--- src/sv/csp_pkg.sv ---
// Package with the shared constants, types and helper function of the callsign parser.
`timescale 1ns / 1ps
`default_nettype none

package csp_pkg;

    localparam int MAX_BASE_CHARS_DEF = 9;
    localparam int BASE_LIMIT         = 6;
    localparam int SSID_LIMIT         = 15;
    localparam int CASE_OFFSET        = 32;
    localparam int SSID_DIGITS        = 2;
    localparam int VALUE_SAT          = 127;
    localparam int CALL_W             = 8 * BASE_LIMIT;

    localparam logic [7:0] CH_ZERO  = 8'h30;
    localparam logic [7:0] CH_NINE  = 8'h39;
    localparam logic [7:0] CH_UPA   = 8'h41;
    localparam logic [7:0] CH_UPZ   = 8'h5A;
    localparam logic [7:0] CH_LOWA  = 8'h61;
    localparam logic [7:0] CH_LOWZ  = 8'h7A;
    localparam logic [7:0] CH_DASH  = 8'h2D;
    localparam logic [7:0] CH_UNDER = 8'h5F;

    typedef logic [7:0] t_char;

    typedef struct packed {
        logic              valid_res;
        logic [CALL_W-1:0] base_call;
        logic [2:0]        base_length;
        logic              ssid_present;
        logic [3:0]        ssid_value;
    } t_result;

    // Decimal accumulate of one digit, saturating at VALUE_SAT.
    function automatic logic [6:0] sat_decimal(input logic [6:0] acc, input logic [3:0] dig);
        logic [10:0] v;
        v = 11'(acc) * 11'd10 + 11'(dig);
        if (v > 11'(VALUE_SAT)) begin
            return 7'(VALUE_SAT);
        end
        return v[6:0];
    endfunction

endpackage

`default_nettype wire

--- src/sv/csp_in_if.sv ---
// Character channel of the callsign parser.
`timescale 1ns / 1ps
`default_nettype none

interface csp_in_if;
    import csp_pkg::*;

    logic  valid;
    logic  ready;
    t_char character;
    logic  last;

    modport source (output valid, output character, output last, input ready);
    modport sink   (input valid, input character, input last, output ready);
endinterface

`default_nettype wire

--- src/sv/csp_out_if.sv ---
// Result channel of the callsign parser.
`timescale 1ns / 1ps
`default_nettype none

interface csp_out_if;
    import csp_pkg::*;

    logic              valid;
    logic              ready;
    logic              valid_res;
    logic [CALL_W-1:0] base_call;
    logic [2:0]        base_length;
    logic              ssid_present;
    logic [3:0]        ssid_value;

    modport source (output valid, output valid_res, output base_call, output base_length,
                    output ssid_present, output ssid_value, input ready);
    modport sink   (input valid, input valid_res, input base_call, input base_length,
                    input ssid_present, input ssid_value, output ready);
endinterface

`default_nettype wire

--- src/sv/csp_state.sv ---
// Parse state of the callsign parser and the result formed on the final character.
`timescale 1ns / 1ps
`default_nettype none

module csp_state #(
    parameter int MAX_BASE_CHARS = csp_pkg::MAX_BASE_CHARS_DEF
) (
    input  wire               i_clk,
    input  wire               i_rst_n,
    input  wire               i_en,
    input  csp_pkg::t_char    i_char,
    input  wire               i_last,
    output csp_pkg::t_result  o_result
);
    import csp_pkg::*;

    localparam int CW = $clog2(MAX_BASE_CHARS + 1);

    // Only the first BASE_LIMIT characters can ever reach the result.
    t_char        r_chars [BASE_LIMIT];
    logic [CW-1:0] r_count,  n_count;
    logic          r_sep,    n_sep;
    logic [1:0]    r_scnt,   n_scnt;
    logic [6:0]    r_sval,   n_sval;
    logic [3:0]    r_run,    n_run;
    logic [6:0]    r_tval,   n_tval;
    logic          r_rej,    n_rej;

    logic          w_digit;
    logic          w_alnum;
    t_char         w_uc;
    logic          w_wr;
    logic [CW-1:0] w_rest;
    t_result       w_res;
    logic          w_ok;
    logic [2:0]    w_blen;

    always_comb begin
        w_digit = (i_char >= CH_ZERO) && (i_char <= CH_NINE);
        w_uc    = i_char;
        if ((i_char >= CH_LOWA) && (i_char <= CH_LOWZ)) begin
            w_uc = i_char - 8'(CASE_OFFSET);
        end
        w_alnum = ((w_uc >= CH_UPA) && (w_uc <= CH_UPZ)) || w_digit;

        n_count = r_count;
        n_sep   = r_sep;
        n_scnt  = r_scnt;
        n_sval  = r_sval;
        n_run   = r_run;
        n_tval  = r_tval;
        n_rej   = r_rej;
        w_wr    = 1'b0;

        if (!r_rej) begin
            if (r_sep) begin
                if (!w_digit) begin
                    n_rej = 1'b1;
                end else begin
                    n_sval = sat_decimal(r_sval, i_char[3:0]);
                    if (r_scnt != 2'd3) begin
                        n_scnt = r_scnt + 2'd1;
                    end
                end
            end else if ((i_char == CH_DASH) || (i_char == CH_UNDER)) begin
                n_sep = 1'b1;
            end else if (!w_alnum) begin
                n_rej = 1'b1;
            end else if (r_count >= CW'(MAX_BASE_CHARS)) begin
                n_rej = 1'b1;
            end else begin
                w_wr    = 1'b1;
                n_count = r_count + CW'(1);
                if (w_digit) begin
                    if (r_run != 4'd15) begin
                        n_run = r_run + 4'd1;
                    end
                    n_tval = sat_decimal(r_tval, i_char[3:0]);
                end else begin
                    n_run  = '0;
                    n_tval = '0;
                end
            end
        end
    end

    // Result from the state as it stands after the current character.
    always_comb begin
        w_ok    = 1'b0;
        w_blen  = '0;
        w_res   = '0;
        w_rest  = n_count - CW'(n_run);
        if (!n_rej) begin
            if (n_sep) begin
                if ((n_count >= CW'(1)) && (n_count <= CW'(BASE_LIMIT)) &&
                    (n_scnt >= 2'd1) && (n_scnt <= 2'(SSID_DIGITS)) &&
                    (n_sval <= 7'(SSID_LIMIT))) begin
                    w_ok               = 1'b1;
                    w_blen             = 3'(n_count);
                    w_res.ssid_present = 1'b1;
                    w_res.ssid_value   = n_sval[3:0];
                end
            end else if (n_count <= CW'(BASE_LIMIT)) begin
                if (n_count != '0) begin
                    w_ok   = 1'b1;
                    w_blen = 3'(n_count);
                end
            end else if ((n_run >= 4'd1) && (n_run <= 4'(SSID_DIGITS)) &&
                         (w_rest <= CW'(BASE_LIMIT)) && (w_rest >= CW'(1)) &&
                         (n_tval <= 7'(SSID_LIMIT))) begin
                w_ok               = 1'b1;
                w_blen             = 3'(w_rest);
                w_res.ssid_present = 1'b1;
                w_res.ssid_value   = n_tval[3:0];
            end
        end
        w_res.valid_res   = w_ok;
        w_res.base_length = w_blen;
        for (int i = 0; i < BASE_LIMIT; i++) begin
            if (w_ok && (3'(i) < w_blen)) begin
                if (w_wr && (r_count == CW'(i))) begin
                    w_res.base_call[CALL_W-1-8*i -: 8] = w_uc;
                end else begin
                    w_res.base_call[CALL_W-1-8*i -: 8] = r_chars[i];
                end
            end
        end
    end

    assign o_result = w_res;

    always_ff @(posedge i_clk) begin
        if (i_en && w_wr && (r_count < CW'(BASE_LIMIT))) begin
            r_chars[r_count[2:0]] <= w_uc;
        end
    end

    always_ff @(posedge i_clk) begin
        if (!i_rst_n || (i_en && i_last)) begin
            r_count <= '0;
            r_sep   <= 1'b0;
            r_scnt  <= '0;
            r_sval  <= '0;
            r_run   <= '0;
            r_tval  <= '0;
            r_rej   <= 1'b0;
        end else if (i_en) begin
            r_count <= n_count;
            r_sep   <= n_sep;
            r_scnt  <= n_scnt;
            r_sval  <= n_sval;
            r_run   <= n_run;
            r_tval  <= n_tval;
            r_rej   <= n_rej;
        end
    end

endmodule

`default_nettype wire

--- src/sv/callsign_ssid_parser.sv ---
// A result is offered once the final character has passed the input register and the result register.
// Throughput: one character per cycle; a character that is not final never waits in the input register.
// The final character waits in the input register only while the result register is still full.
// Each character passes the input register and updates the parse state; a final one loads the result.
// Reset (synchronous, active low) empties both registers and clears the parse state.
`timescale 1ns / 1ps
`default_nettype none

module callsign_ssid_parser #(
    parameter int MAX_BASE_CHARS = csp_pkg::MAX_BASE_CHARS_DEF
) (
    input wire        i_clk,
    input wire        i_rst_n,
    csp_in_if.sink    i_in,
    csp_out_if.source o_out
);
    import csp_pkg::*;

    logic    r_in_valid;
    t_char   r_in_char;
    logic    r_in_last;
    logic    r_out_valid;
    t_result r_out;

    logic    w_out_free;
    logic    w_go;
    logic    w_accept;
    t_result w_result;

    assign w_out_free = !r_out_valid || o_out.ready;
    assign w_go       = r_in_valid && (!r_in_last || w_out_free);
    assign i_in.ready = !r_in_valid || w_go;
    assign w_accept   = i_in.valid && i_in.ready;

    always_ff @(posedge i_clk) begin
        if (!i_rst_n) begin
            r_in_valid <= 1'b0;
        end else if (i_in.ready) begin
            r_in_valid <= i_in.valid;
        end
    end

    always_ff @(posedge i_clk) begin
        if (w_accept) begin
            r_in_char <= i_in.character;
            r_in_last <= i_in.last;
        end
    end

    csp_state #(
        .MAX_BASE_CHARS (MAX_BASE_CHARS)
    ) u_state (
        .i_clk    (i_clk),
        .i_rst_n  (i_rst_n),
        .i_en     (w_go),
        .i_char   (r_in_char),
        .i_last   (r_in_last),
        .o_result (w_result)
    );

    always_ff @(posedge i_clk) begin
        if (!i_rst_n) begin
            r_out_valid <= 1'b0;
        end else if (w_go && r_in_last) begin
            r_out_valid <= 1'b1;
        end else if (o_out.ready) begin
            r_out_valid <= 1'b0;
        end
    end

    always_ff @(posedge i_clk) begin
        if (w_go && r_in_last) begin
            r_out <= w_result;
        end
    end

    assign o_out.valid        = r_out_valid;
    assign o_out.valid_res    = r_out.valid_res;
    assign o_out.base_call    = r_out.base_call;
    assign o_out.base_length  = r_out.base_length;
    assign o_out.ssid_present = r_out.ssid_present;
    assign o_out.ssid_value   = r_out.ssid_value;

    // A new result only follows a final character leaving the input register.
    a_result_source: assert property (@(posedge i_clk) disable iff (!i_rst_n)
        $rose(o_out.valid) |-> $past(w_go && r_in_last))
        else $error("result transaction without a final character");

    // The final character is never consumed while a result is still pending.
    a_no_overwrite: assert property (@(posedge i_clk) disable iff (!i_rst_n)
        (r_out_valid && !o_out.ready) |-> !(w_go && r_in_last))
        else $error("pending result overwritten");

    a_invalid_zero: assert property (@(posedge i_clk) disable iff (!i_rst_n)
        (o_out.valid && !o_out.valid_res) |->
        (o_out.base_call == '0 && o_out.base_length == 3'd0 &&
         !o_out.ssid_present && o_out.ssid_value == 4'd0))
        else $error("rejected callsign carries non-zero fields");

    a_valid_length: assert property (@(posedge i_clk) disable iff (!i_rst_n)
        (o_out.valid && o_out.valid_res) |->
        (o_out.base_length != 3'd0 && o_out.base_length <= 3'(BASE_LIMIT)))
        else $error("accepted callsign with bad base length");

    a_ssid_absent: assert property (@(posedge i_clk) disable iff (!i_rst_n)
        (o_out.valid && !o_out.ssid_present) |-> (o_out.ssid_value == 4'd0))
        else $error("SSID value without SSID");

endmodule

`default_nettype wire
--- src/flat_wrapper.sv ---
// flat-port wrapper written by rule: the top's interface ports become plain ports
module callsign_ssid_parser_flat import csp_pkg::*;
#(
    parameter int MAX_BASE_CHARS = csp_pkg::MAX_BASE_CHARS_DEF
)
  (i_clk, i_rst_n, i_in_valid, i_in_character, i_in_last, i_in_ready, o_out_valid, o_out_valid_res, o_out_base_call, o_out_base_length, o_out_ssid_present, o_out_ssid_value, o_out_ready);
  csp_in_if i_in_i ();
  csp_out_if o_out_i ();
  input wire i_clk;
  input wire i_rst_n;
  input wire logic [$bits(i_in_i.valid)-1:0] i_in_valid;
  input wire logic [$bits(i_in_i.character)-1:0] i_in_character;
  input wire logic [$bits(i_in_i.last)-1:0] i_in_last;
  output wire logic [$bits(i_in_i.ready)-1:0] i_in_ready;
  output wire logic [$bits(o_out_i.valid)-1:0] o_out_valid;
  output wire logic [$bits(o_out_i.valid_res)-1:0] o_out_valid_res;
  output wire logic [$bits(o_out_i.base_call)-1:0] o_out_base_call;
  output wire logic [$bits(o_out_i.base_length)-1:0] o_out_base_length;
  output wire logic [$bits(o_out_i.ssid_present)-1:0] o_out_ssid_present;
  output wire logic [$bits(o_out_i.ssid_value)-1:0] o_out_ssid_value;
  input wire logic [$bits(o_out_i.ready)-1:0] o_out_ready;
  assign i_in_i.valid = i_in_valid;
  assign i_in_i.character = i_in_character;
  assign i_in_i.last = i_in_last;
  assign i_in_ready = i_in_i.ready;
  assign o_out_valid = o_out_i.valid;
  assign o_out_valid_res = o_out_i.valid_res;
  assign o_out_base_call = o_out_i.base_call;
  assign o_out_base_length = o_out_i.base_length;
  assign o_out_ssid_present = o_out_i.ssid_present;
  assign o_out_ssid_value = o_out_i.ssid_value;
  assign o_out_i.ready = o_out_ready;
  callsign_ssid_parser #(.MAX_BASE_CHARS(MAX_BASE_CHARS)) u_core (.i_clk(i_clk), .i_rst_n(i_rst_n), .i_in(i_in_i), .o_out(o_out_i));
endmodule
--- config.mk ---
export PLATFORM = sky130hd
export DESIGN_NAME = callsign_ssid_parser_flat
export DESIGN_NICKNAME = d
export VERILOG_FILES = /design/src/sv/csp_pkg.sv /design/src/sv/csp_in_if.sv /design/src/sv/csp_out_if.sv /design/src/sv/csp_state.sv /design/src/sv/callsign_ssid_parser.sv /design/src/flat_wrapper.sv
export SDC_FILE = /design/constraint.sdc
export NUM_CORES = 1
export LEC_CHECK = 0
export BUFFER_PORTS_ARGS = -buffer_cell sky130_fd_sc_hd__clkbuf_2
export CAP_MARGIN = 5
export CORE_MARGIN = 1.5
export CORE_UTILIZATION = 40
export CTS_CLUSTER_DIAMETER = 120
export DETAILED_ROUTE_END_ITERATION = 8
export SYNTH_ARGS = -nofsm -noshare
export SYNTH_HDL_FRONTEND = slang
export SYNTH_SLANG_ARGS = --single-unit
export TNS_END_PERCENT = 20
--- constraint.sdc ---
create_clock -name i_clk -period 6.1 [get_ports i_clk]
set_input_delay 1.22 -clock i_clk [delete_from_list [all_inputs] [get_ports i_clk]]
set_output_delay 1.22 -clock i_clk [all_outputs]
set_load 0.02 [all_outputs]
## Yosys cells after proc, flatten, opt, wreduce, memory -nomap -nowiden

Memories as Yosys holds them, arrays and structs flattened. A register that Yosys moved wholly into a read port is not among the register bits.
Index checks and enable logic that the tools add are counted.

| cells by class | value |
|---|---|
| add/subtract/negate cells | 7 |
| order comparisons | 26 |
| multiply operators | 2 |
| multiplexer cells | 75 |
| reduce and logical (&&, ||, !) cells | 40 |
| equality and inequality tests | 4 |

Operator list:

| operator | count |
|---|---|
| $mux W7 | 13 |
| $mux W4 | 12 |
| $mux W1 | 35 |
| $add A11 B4 Y11 | 2 |
| $gt A11 B7 Y1 const B | 2 |
| $logic_and A1 B1 Y1 | 22 |
| $mul A7 B3 Y10 const B | 2 |
| $mux W5 | 4 |
| $mux W3 | 6 |
| $ge A8 B7 Y1 const B | 2 |
| $le A8 B7 Y1 const B | 2 |
| $le A7 B4 Y1 const B | 2 |
| $ge A4 B1 Y1 const B | 3 |
| $logic_not A1 Y1 | 10 |
| $add A4 B1 Y4 const B | 2 |
| $eq A8 B6 Y1 const B | 1 |
| $eq A8 B7 Y1 const B | 1 |
| $ge A8 B6 Y1 const B | 1 |
| $le A4 B3 Y1 const B | 2 |
| $le A8 B6 Y1 const B | 1 |
| $mux W2 | 4 |
| $mux W8 | 1 |
| $sub A8 B6 Y8 const B | 1 |
| $logic_or A1 B1 Y1 | 6 |
| other kinds (14) | 17 |

| word-level totals | value |
|---|---|
| memories | 1 |
| flip-flop bits (word level) | 46 |
| bits in writable memories | 48 |
| logic and storage cells | 170 |

Memory list:

| name | depth | bits a word | read ports | clocked after memory_dff | wr ports | RTL line | RTL |
|---|---|---|---|---|---|---|---|
| u_core.u_state.r_chars | 6 | 8 | 6 | 6 | 1 | csp_state.sv:20 | `t_char r_chars [BASE_LIMIT];` |

## Longest topological paths before layout

Gate-level depths: netlist (run 1).

| logic depth | value |
|---|---|
| depth after elaboration | 26 |
| mapped depth | 22 |
| mapped depth without buffers | 20 |

## Cells and area by module

From an unflattened synthesis (run 1), not the netlist that was laid out.

| second synthesis, totals | value |
|---|---|
| cell total of the unflattened synthesis | 676 |
| area total of the unflattened synthesis | 7494.7 µm² |

By module, submodules not included:

| module | instances | area each (µm²) | cells each |
|---|---|---|---|
| csp_state | 1 | 5395.2 | 598 |
| callsign_ssid_parser | 1 | 2099.5 | 78 |

## Least setup slack after synthesis (run 1)

Ideal clock, no wire load.

| timing path | value |
|---|---|
| path type | reg-to-reg |
| start point | register u_core.r_in_char[2] |
| end point | register, netlist name u_core.o_out.base_call[4] |
| library setup time | 176 ps |
| stages on the path, launching flop included | 19 |
| path slack | 1053 ps |
| arrival time | 4871 ps |
| data required time | 5924 ps |
| path through | edfxtp_1 -> buf_6 -> or4_4 -> a2bb2oi_2 -> or3_1 -> buf_2 -> a21oi_4 -> mux2_2 -> fa_1 -> xor2_1 -> nor2_1 -> a22oi_1 -> and4b_1 -> a32oi_1 -> a2111o_1 -> nor4b_4 -> nor2_2 -> buf_6 -> nor4_1 |

RTL lines:

| element | RTL line | RTL |
|---|---|---|
| start: declaration | callsign_ssid_parser.sv:20 | `t_char r_in_char;` |
| start signal: assignment | callsign_ssid_parser.sv:45 | `r_in_char <= i_in.character;` |
| $ge A8 B7 Y1 or $le A8 B7 Y1 (tied branches) | csp_state.sv:41 | `if ((i_char >= CH_LOWA) && (i_char <= CH_LOWZ)) begin` |
| $logic_and A1 B1 Y1 | csp_state.sv:41 |  |
| $mux W8 | csp_state.sv:41 |  |
| $ge A8 B7 Y1 or $le A8 B7 Y1 (tied branches) | csp_state.sv:44 | `w_alnum = ((w_uc >= CH_UPA) && (w_uc <= CH_UPZ)) \|\| w_digit;` |
| $logic_and A1 B1 Y1 | csp_state.sv:44 |  |
| $logic_or A1 B1 Y1 | csp_state.sv:44 |  |
| $mux W4 | csp_state.sv:67 | `end else if (!w_alnum) begin` |
| $mux W4 (*) | csp_state.sv:65 | `end else if ((i_char == CH_DASH) \|\| (i_char == CH_UNDER)) begin` |
| (+2 left out) | n/a |  |
| via u_core.u_state.n_count[1] | csp_state.sv:21 | `logic [CW-1:0] r_count, n_count;` |
| (+3 left out) | n/a |  |
| $logic_and A1 B1 Y1 (2 in a row) | csp_state.sv:109 | `(w_rest <= CW'(BASE_LIMIT)) && (w_rest >= CW'(1)) &&` |
| $mux W3 | csp_state.sv:108 | `end else if ((n_run >= 4'd1) && (n_run <= 4'(SSID_DIGITS)) &&` |
| $mux W3 | csp_state.sv:103 | `end else if (n_count <= CW'(BASE_LIMIT)) begin` |
| $mux W3 | csp_state.sv:94 | `if (n_sep) begin` |
| $mux W3 | csp_state.sv:93 | `if (!n_rej) begin` |
| $lt A3 B3 Y1 | csp_state.sv:120 | `if (w_ok && (3'(i) < w_blen)) begin` |
| $logic_and A1 B1 Y1 (*) | csp_state.sv:120 |  |
| $logic_not A1 Y1 (no source line) (*) | n/a |  |

The timed path passes the listed nets; every way through them passes the cells marked *. The select of a mux whose other input is x is not followed.
A chain may end at the register's enable or synchronous reset.

## Worst setup path after layout (run 1)

| timing path | value |
|---|---|
| start point | register u_core.r_in_char[1] |
| end point | register, netlist name u_core.o_out.base_call[14] |

RTL lines:

| element | RTL line |
|---|---|
| $ge A8 B7 Y1 or $le A8 B7 Y1 (tied branches) | csp_state.sv:41 |
| $logic_and A1 B1 Y1 | csp_state.sv:41 |
| $mux W8 | csp_state.sv:41 |
| $ge A8 B7 Y1 or $le A8 B7 Y1 (tied branches) | csp_state.sv:44 |
| $logic_and A1 B1 Y1 | csp_state.sv:44 |
| $logic_or A1 B1 Y1 | csp_state.sv:44 |
| $mux W4 | csp_state.sv:67 |
| $mux W4 (*) | csp_state.sv:65 |
| (+2 left out) | n/a |
| via u_core.u_state.n_count[1] | csp_state.sv:21 |
| (+3 left out) | n/a |
| $logic_and A1 B1 Y1 (2 in a row) | csp_state.sv:109 |
| $mux W3 | csp_state.sv:108 |
| $mux W3 | csp_state.sv:103 |
| $mux W3 | csp_state.sv:94 |
| $mux W3 | csp_state.sv:93 |
| $lt A3 B3 Y1 | csp_state.sv:120 |
| $logic_and A1 B1 Y1 (*) | csp_state.sv:120 |
| $logic_not A1 Y1 (no source line) (*) | n/a |

Marks and branches as above.

==> impl_metrics.py, run 1 <==
metrics = {
    "outcome": {
        "outcome": "complete, no violations",
    },
    "synth": {
        "synthesis.nets": 690,
        "synthMostInstantiatedCell": "edfxtp_1",
        "synth_largest_type_area_fraction": 0.465,
        "synth_seq_area_share": 0.542,
        "synth.lib_cells_used.distinct": 68,
        "postSynthAreaPerCell_um2": 11.6,
        "cell_area_synth_um2": 7360,
        "post_synth_most_frequent_cells": "114 x edfxtp_1, 68 x nor2_1, 39 x mux2i_1, 38 x a21oi_1, 38 x ha_1",
        "postSynth.asyncResetShare": 0,
        "number_of_flip_flops_and_latches_in_the_synthesized_netlist": 142,
        "synth-edff-count": 114,
        "synthDominantAreaCellType": "edfxtp_1",
        "synth.area.top_cells": "edfxtp_1 47%, dfxtp_1 7.6%, ha_1 6.5%, mux2i_1 5.3%, a211oi_1 3.5%",
        "synth_cells": 634,
        "ys_dominant_reg_cell": "edfxtp_1",
        "ys_warn_count": 0,
    },
    "sta": {
        "min_period_over_period": 0.923,
        "worst-slew-pin-transition_ns": 1.16,
        "finalWorstPathRequiredPeriod_ns": 5.63,
        "fin_skew_ns": 0.00833,
        "final_hold_viol_count": 0,
        "fmaxAchievable_mhz": 178,
        "timing.final.setup_violations": 0,
        "tns_ns": 0,
        "maxSlewHeadroom": 0.220,
        "fin_hold_ws_ns": 0.505,
        "maxSlewViolCount": 0,
        "rsz0062_at_grt": "no",
    },
    "power": {
        "reported_net_switching_power_uw": 508,
        "power.internal_mw": 1.67,
        "power.switching_fraction": 0.233,
        "vdd_ir_drop_max_uv": 187,
        "power_frac_comb": 0.079,
        "pwr_cell_area_nw_per_um2": 256,
        "share_seq_of_total_power": 0.493,
        "clkPwrFrac": 0.428,
        "leakagePower_nw": 3.35,
    },
    "detailed_routing": {
        "remaining_drc_errors": 0,
        "wl_um": 16300,
        "via_density": 5.49,
        "route.antenna.remaining_nets": 0,
        "detailedRoute.firstPassIterationCount": 6,
        "first_iter_violations": 323,
        "drt-wirelength-per-cell_um": 17.2,
        "routed-via-count": 5218,
    },
    "clock_tree": {
        "cts.sink_count": 142,
        "clk_pin_slew_ns": 0.06,
        "cts_resized": 0,
        "cts_setup_buffers": 0,
        "tritoncts.num_buffers": 17,
        "cts-root-buf": "clkbuf_16",
        "clock_path_buffers": 2,
        "clkLatencyLatePin_ns": 0.42,
        "holdBufCountCts": 0,
        "clock_tree_from_tritoncts": "built",
        "cts_htree_levels": 4,
    },
    "critical_path": {
        "cp_max_fo": 24,
        "r2r_start": "u_core.r_in_char[1]",
        "rr_endpoint": "u_core.o_out.base_call[14]",
        "critPathTopFamily": "compound AO/OA/AOI/OAI gates",
        "cp.buffers_inverters": 0,
        "data_arrival_at_the_endpoint_of_the_critical_path_ns": 5.86,
        "cp_endpoint_kind": "flip-flop",
        "critPathSlowestCell": "or4_4",
        "cp.required_ns": 6.33,
        "crit_path_max_incr_delay_ns": 0.60,
        "rrSetupSlack_ns": 0.47,
        "path_cells": "or4_4 > a2bb2oi_2 > or3_1 > a21oi_4 > mux2_2 > fa_1 > xor2_1 > nor2_1 > a22oi_1 > and4b_1 > a32oi_1 > a2111o_1 > nor4b_4 > o21bai_2 > a211oi_1",
        "cp-startpoint": "u_core.r_in_char[1]",
        "setup.worst_path.start_class": "flip-flop",
        "worst-r2r-cell-count": 15,
        "ws_path_type": "reg -> reg",
    },
    "placement": {
        "port-buffer-count": 71,
        "dpl.hpwl_um": 11600,
        "gp_congestion": 0.854,
        "place_area_um2": 7970,
    },
    "global_routing": {
        "grt_pass1_vias": 5126,
        "largest_net_degree_at_the_start_of_global_routing": 59,
        "total_global_routing_overflow": 0,
        "grt_first_pass_wirelength_um": 26900,
        "grt_usage": 0.177,
        "antenna_found_initial": 0,
    },
    "floorplanning": {
        "floorplan.rows": 49,
        "die_w_um": 139,
        "die_area_um2": 19200,
        "initial_core_util": 0.408,
        "design.core.area_um2": 18000,
        "io_pins": 72,
        "die_h_um": 139,
    },
    "hold_path": {
        "hold-path-endpoint": "u_core.u_state.r_tval[5]",
        "min_path_cells": 2,
        "timing.hold.worst.start": "u_core.u_state.r_tval[5]",
        "hp-class": "reg -> reg",
    },
    "layout": {
        "postLayoutCellArea_um2": 8500,
        "finish.utilization": 0.471,
        "synthToLayoutAreaGrowth_pct": 15.5,
        "antenna_cells": 0,
        "layout.nets": 766,
        "post_route_cells_drive_above_1_share": 0.180,
        "nFillCells": 1675,
    },
    "run": {
        "drv.max_cap_violation_count": 0,
    },
}
state kept, by name, summed over array words and instances, names as in the netlist, 2 cells and up:
name	flops
u_core.u_state.r_tval	7
u_core.r_in_char	8
u_core.o_out.base_call	48
u_core.o_out.ssid_value	4
u_core.u_state.r_scnt	2
u_core.u_state.r_chars	48
u_core.u_state.r_count	4
u_core.o_out.base_length	3
u_core.u_state.r_sval	7
u_core.u_state.r_run	4
final cells by class:
cell class / count / area [um2] / area share
clock buffer: 18 / 429 / 0.0505
sequential: 142 / 3980 / 0.469
clock inverter: 12 / 97.6 / 0.0115
timing repair buffer: 85 / 460 / 0.0542
multi-input combinational: 449 / 3180 / 0.375
tap: 229 / 287 / 0.0337
inverter: 15 / 56.3 / 0.00663
layout by cell type, fill, tap and decap left out, types with 4 or more instances in the layout:
cell type,n
edfxtp_1,114
clkbuf_2,71
nor2_1,68
mux2i_1,39
a21oi_1,38
ha_1,38
nand2_1,36
a211oi_1,34
dfxtp_1,28
nor3_1,23
nand3_1,19
clkbuf_16,17
inv_1,15
buf_4,14
o21ai_0,13
nand2b_1,10
nor4_1,9
and2_1,7
and3_1,7
xnor2_1,6
nor2b_1,5
a21o_1,5
nor3b_1,5
fa_1,5
nand3b_1,4
and4b_1,4
a22oi_1,4
o21a_1,4
xor2_1,4
worst max-delay path by stage:
| stage | to | slack [ns] | cells past startpoint |
|---|---|---|---|
| global route | u_core.o_out.base_call[15] | 0.10 | 15 |
| floorplan | u_core.o_out.base_call[4] | 1.05 | 18 |
| detailed placement | u_core.o_out.base_call[14] | 0.54 | 15 |
| global placement | u_core.o_out.base_call[14] | 0.74 | 15 |
| CTS | u_core.o_out.base_call[14] | 0.51 | 15 |
| finish | u_core.o_out.base_call[14] | 0.47 | 15 |
layer usage:
| metal | GRT usage | part of all wire |
|---|---|---|
| met2 | 0.289 | 0.48 |
| met5 | 0 | 0 |
| met1 | 0.233 | 0.46 |
| met4 | 0.0515 | 0.016 |
| met3 | 0.0445 | 0.044 |
per-stage QoR:
stage	std cells	power, mW	setup slack [ns]
after floorplan	634	1.21	1.05
after global routing	950	2.26	0.105
after global placement	920	1.26	0.744
after detailed placement	920	1.27	0.537
after CTS	950	2.20	0.511
final	950	2.18	0.469
worst min-delay path: stages (launching register included):
cell	delay, ns
dfxtp_1	0.34
nand2_1	0.06
a21oi_1	0.05
power groups by stage:
stage	registers, mW	logic (mW)	clock network (mW)
2_1_floorplan	1.10	0.111	0
3_3_place_gp	1.09	0.170	0
3_5_place_dp	1.09	0.173	0
4_1_cts	1.07	0.174	0.952
5_1_grt	1.08	0.191	0.998
6_report	1.07	0.173	0.932
cell families after synthesis:
family	share of synthesized area
xor gates and xnor gates	0.0141
AOI/OAI and AO/OA	0.130
DFF	0.542
adders and majority gates	0.0796
and+or+nand+nor	0.154
muxes	0.0546
buffers and inverters	0.0259
No activity file was read; power rests on OpenSTA's default activity.
==> run 2, diff against run 1 <==
- CTS_BUF_LIST: default -> sky130_fd_sc_hd__clkbuf_4 sky130_fd_sc_hd__clkbuf_8 sky130_fd_sc_hd__clkbuf_16
==> run 2 against run 1 <==
Against the previous run:
- worst setup slack barely moved
- fmax barely moved
- utilization barely moved
- routed wire length barely moved
- hold slack improved by 0.0028 ns
- global-route usage did not move
- cell area barely moved
- combinational power barely moved
==> impl_metrics.py, run 2 (synthesized netlist as in run 1, its figures left out) <==
metrics = {
    "outcome": {
        "outcome": "complete, no violations",
    },
    "sta": {
        "worst-slew-pin-transition_ns": 1.16,
        "tns_ns": 0,
        "timing.final.setup_violations": 0,
        "finalWorstPathRequiredPeriod_ns": 5.63,
        "fin_hold_ws_ns": 0.508,
        "min_period_over_period": 0.923,
        "final_hold_viol_count": 0,
        "maxSlewViolCount": 0,
        "fmaxAchievable_mhz": 178,
        "fin_skew_ns": 0.00883,
        "rsz0062_at_grt": "no",
        "maxSlewHeadroom": 0.223,
    },
    "global_routing": {
        "largest_net_degree_at_the_start_of_global_routing": 59,
        "grt_usage": 0.177,
        "antenna_found_initial": 0,
        "grt_pass1_vias": 5126,
        "total_global_routing_overflow": 0,
        "grt_first_pass_wirelength_um": 26900,
    },
    "detailed_routing": {
        "routed-via-count": 5229,
        "route.antenna.remaining_nets": 0,
        "remaining_drc_errors": 0,
        "first_iter_violations": 322,
        "sum_of_met3_wire_segment_lengths_after_detailed_routing_um": 722,
        "highest_layer": "met4",
        "detailedRoute.firstPassIterationCount": 6,
        "detailroute.wirelength.met2_um": 7830,
        "wl_um": 16300,
        "met1_length_um": 7520,
        "drt-wirelength-per-cell_um": 17.2,
        "via_density": 5.50,
    },
    "power": {
        "vdd_ir_drop_max_uv": 187,
        "pwr_cell_area_nw_per_um2": 257,
        "leakagePower_nw": 3.35,
    },
    "critical_path": {
        "crit_cells": 15,
        "worst-r2r-cell-count": 15,
        "data_arrival_at_the_endpoint_of_the_critical_path_ns": 5.86,
        "crit_path_max_incr_delay_ns": 0.60,
        "cp.buffers_inverters": 0,
        "cp_endpoint_kind": "flip-flop",
        "cp.required_ns": 6.33,
        "ws_path_type": "reg -> reg",
        "critPathTopFamily": "compound AO/OA/AOI/OAI gates",
        "critPathSlowestCell": "or4_4",
        "path_cells": "or4_4 > a2bb2oi_2 > or3_1 > a21oi_4 > mux2_2 > fa_1 > xor2_1 > nor2_1 > a22oi_1 > and4b_1 > a32oi_1 > a2111o_1 > nor4b_4 > o21bai_2 > a211oi_1",
        "setup.worst_path.start_class": "flip-flop",
        "cp_max_fo": 24,
    },
    "clock_tree": {
        "cts_resized": 0,
        "cts_setup_buffers": 0,
        "cts.sink_count": 142,
        "tritoncts.num_buffers": 17,
        "clk_pin_slew_ns": 0.06,
        "cts-root-buf": "clkbuf_16",
        "clock_path_buffers": 2,
        "cts_htree_levels": 4,
        "clock_tree_from_tritoncts": "built",
        "clkLatencyLatePin_ns": 0.42,
        "holdBufCountCts": 0,
    },
    "layout": {
        "layout.nets": 766,
        "final_common_cell": "edfxtp_1",
        "synthToLayoutAreaGrowth_pct": 15.6,
        "most_frequent_cells_in_the_layout": "114 x edfxtp_1, 71 x clkbuf_2, 68 x nor2_1",
        "nFillCells": 1673,
        "antenna_cells": 0,
        "post_route_cells_drive_above_1_share": 0.182,
    },
    "floorplanning": {
        "design.core.area_um2": 18000,
        "die_h_um": 139,
        "die_w_um": 139,
        "floorplan.rows": 49,
        "io_pins": 72,
        "die_area_um2": 19200,
        "initial_core_util": 0.408,
    },
    "hold_path": {
        "hp-class": "reg -> reg",
        "min_path_cells": 2,
    },
    "run": {
        "drv.max_cap_violation_count": 0,
    },
    "placement": {
        "port-buffer-count": 71,
        "gp_congestion": 0.854,
        "dpl.hpwl_um": 11600,
    },
}
-- run 2: worst reg2reg max path: cells and delay by family, from the launching register on --
kind	cells	cell delay, ns
multiplexers	1	0.44
AO/OA/AOI/OAI	7	2.08
flip-flops	1	0.51
adder cells (fa/ha/maj)	1	0.44
XOR/XNOR	1	0.26
AND/OR/NAND/NOR	5	1.70
-- run 2: worst paths after layout --
path                            startpoint                    endpoint  slack, ns
hold reg to reg   u_core.u_state.r_tval[5]    u_core.u_state.r_tval[5]       0.51
setup reg to reg       u_core.r_in_char[1]  u_core.o_out.base_call[14]       0.47
hold / removal    u_core.u_state.r_tval[5]    u_core.u_state.r_tval[5]       0.51
setup / recovery       u_core.r_in_char[1]  u_core.o_out.base_call[14]       0.47
-- run 2: power breakdown --
group          leakage (nW)  total, mW  internal [mW]  switching, mW
Sequential             1.30       1.07           1.06         0.0126
Clock                 0.258      0.936          0.555          0.381
Combinational          1.79      0.173         0.0577          0.115
-- run 2: per-stage QoR --
step,std cells,power (mW),cell area [um2],util,worst slack (ns)
2_1_floorplan,634,1.21,7360,-,1.05
3_3_place_gp,920,1.26,7970,0.442,0.744
3_5_place_dp,920,1.27,7970,0.442,0.537
4_1_cts,950,2.20,8500,0.472,0.511
5_1_grt,950,2.27,8500,0.472,0.105
6_report,950,2.18,8500,0.472,0.469
-- run 2: layout make-up --
cell class              instances  area [um2]  share of cell area
flip-flops and latches        142        3980               0.469
multi-input cells             449        3180               0.374
repair buffers                 85         460              0.0542
clock buffers                  18         433              0.0509
well taps                     229         287              0.0337
clock inverters                12        97.6              0.0115
inverters                      15        56.3             0.00662
-- run 2: per-layer routing --
metal | GRT usage | vias up
met5 | 0 | -
met4 | 0.0515 | 0
met3 | 0.0445 | 24
met2 | 0.289 | 115
met1 | 0.233 | 2531
li1 | - | 2559
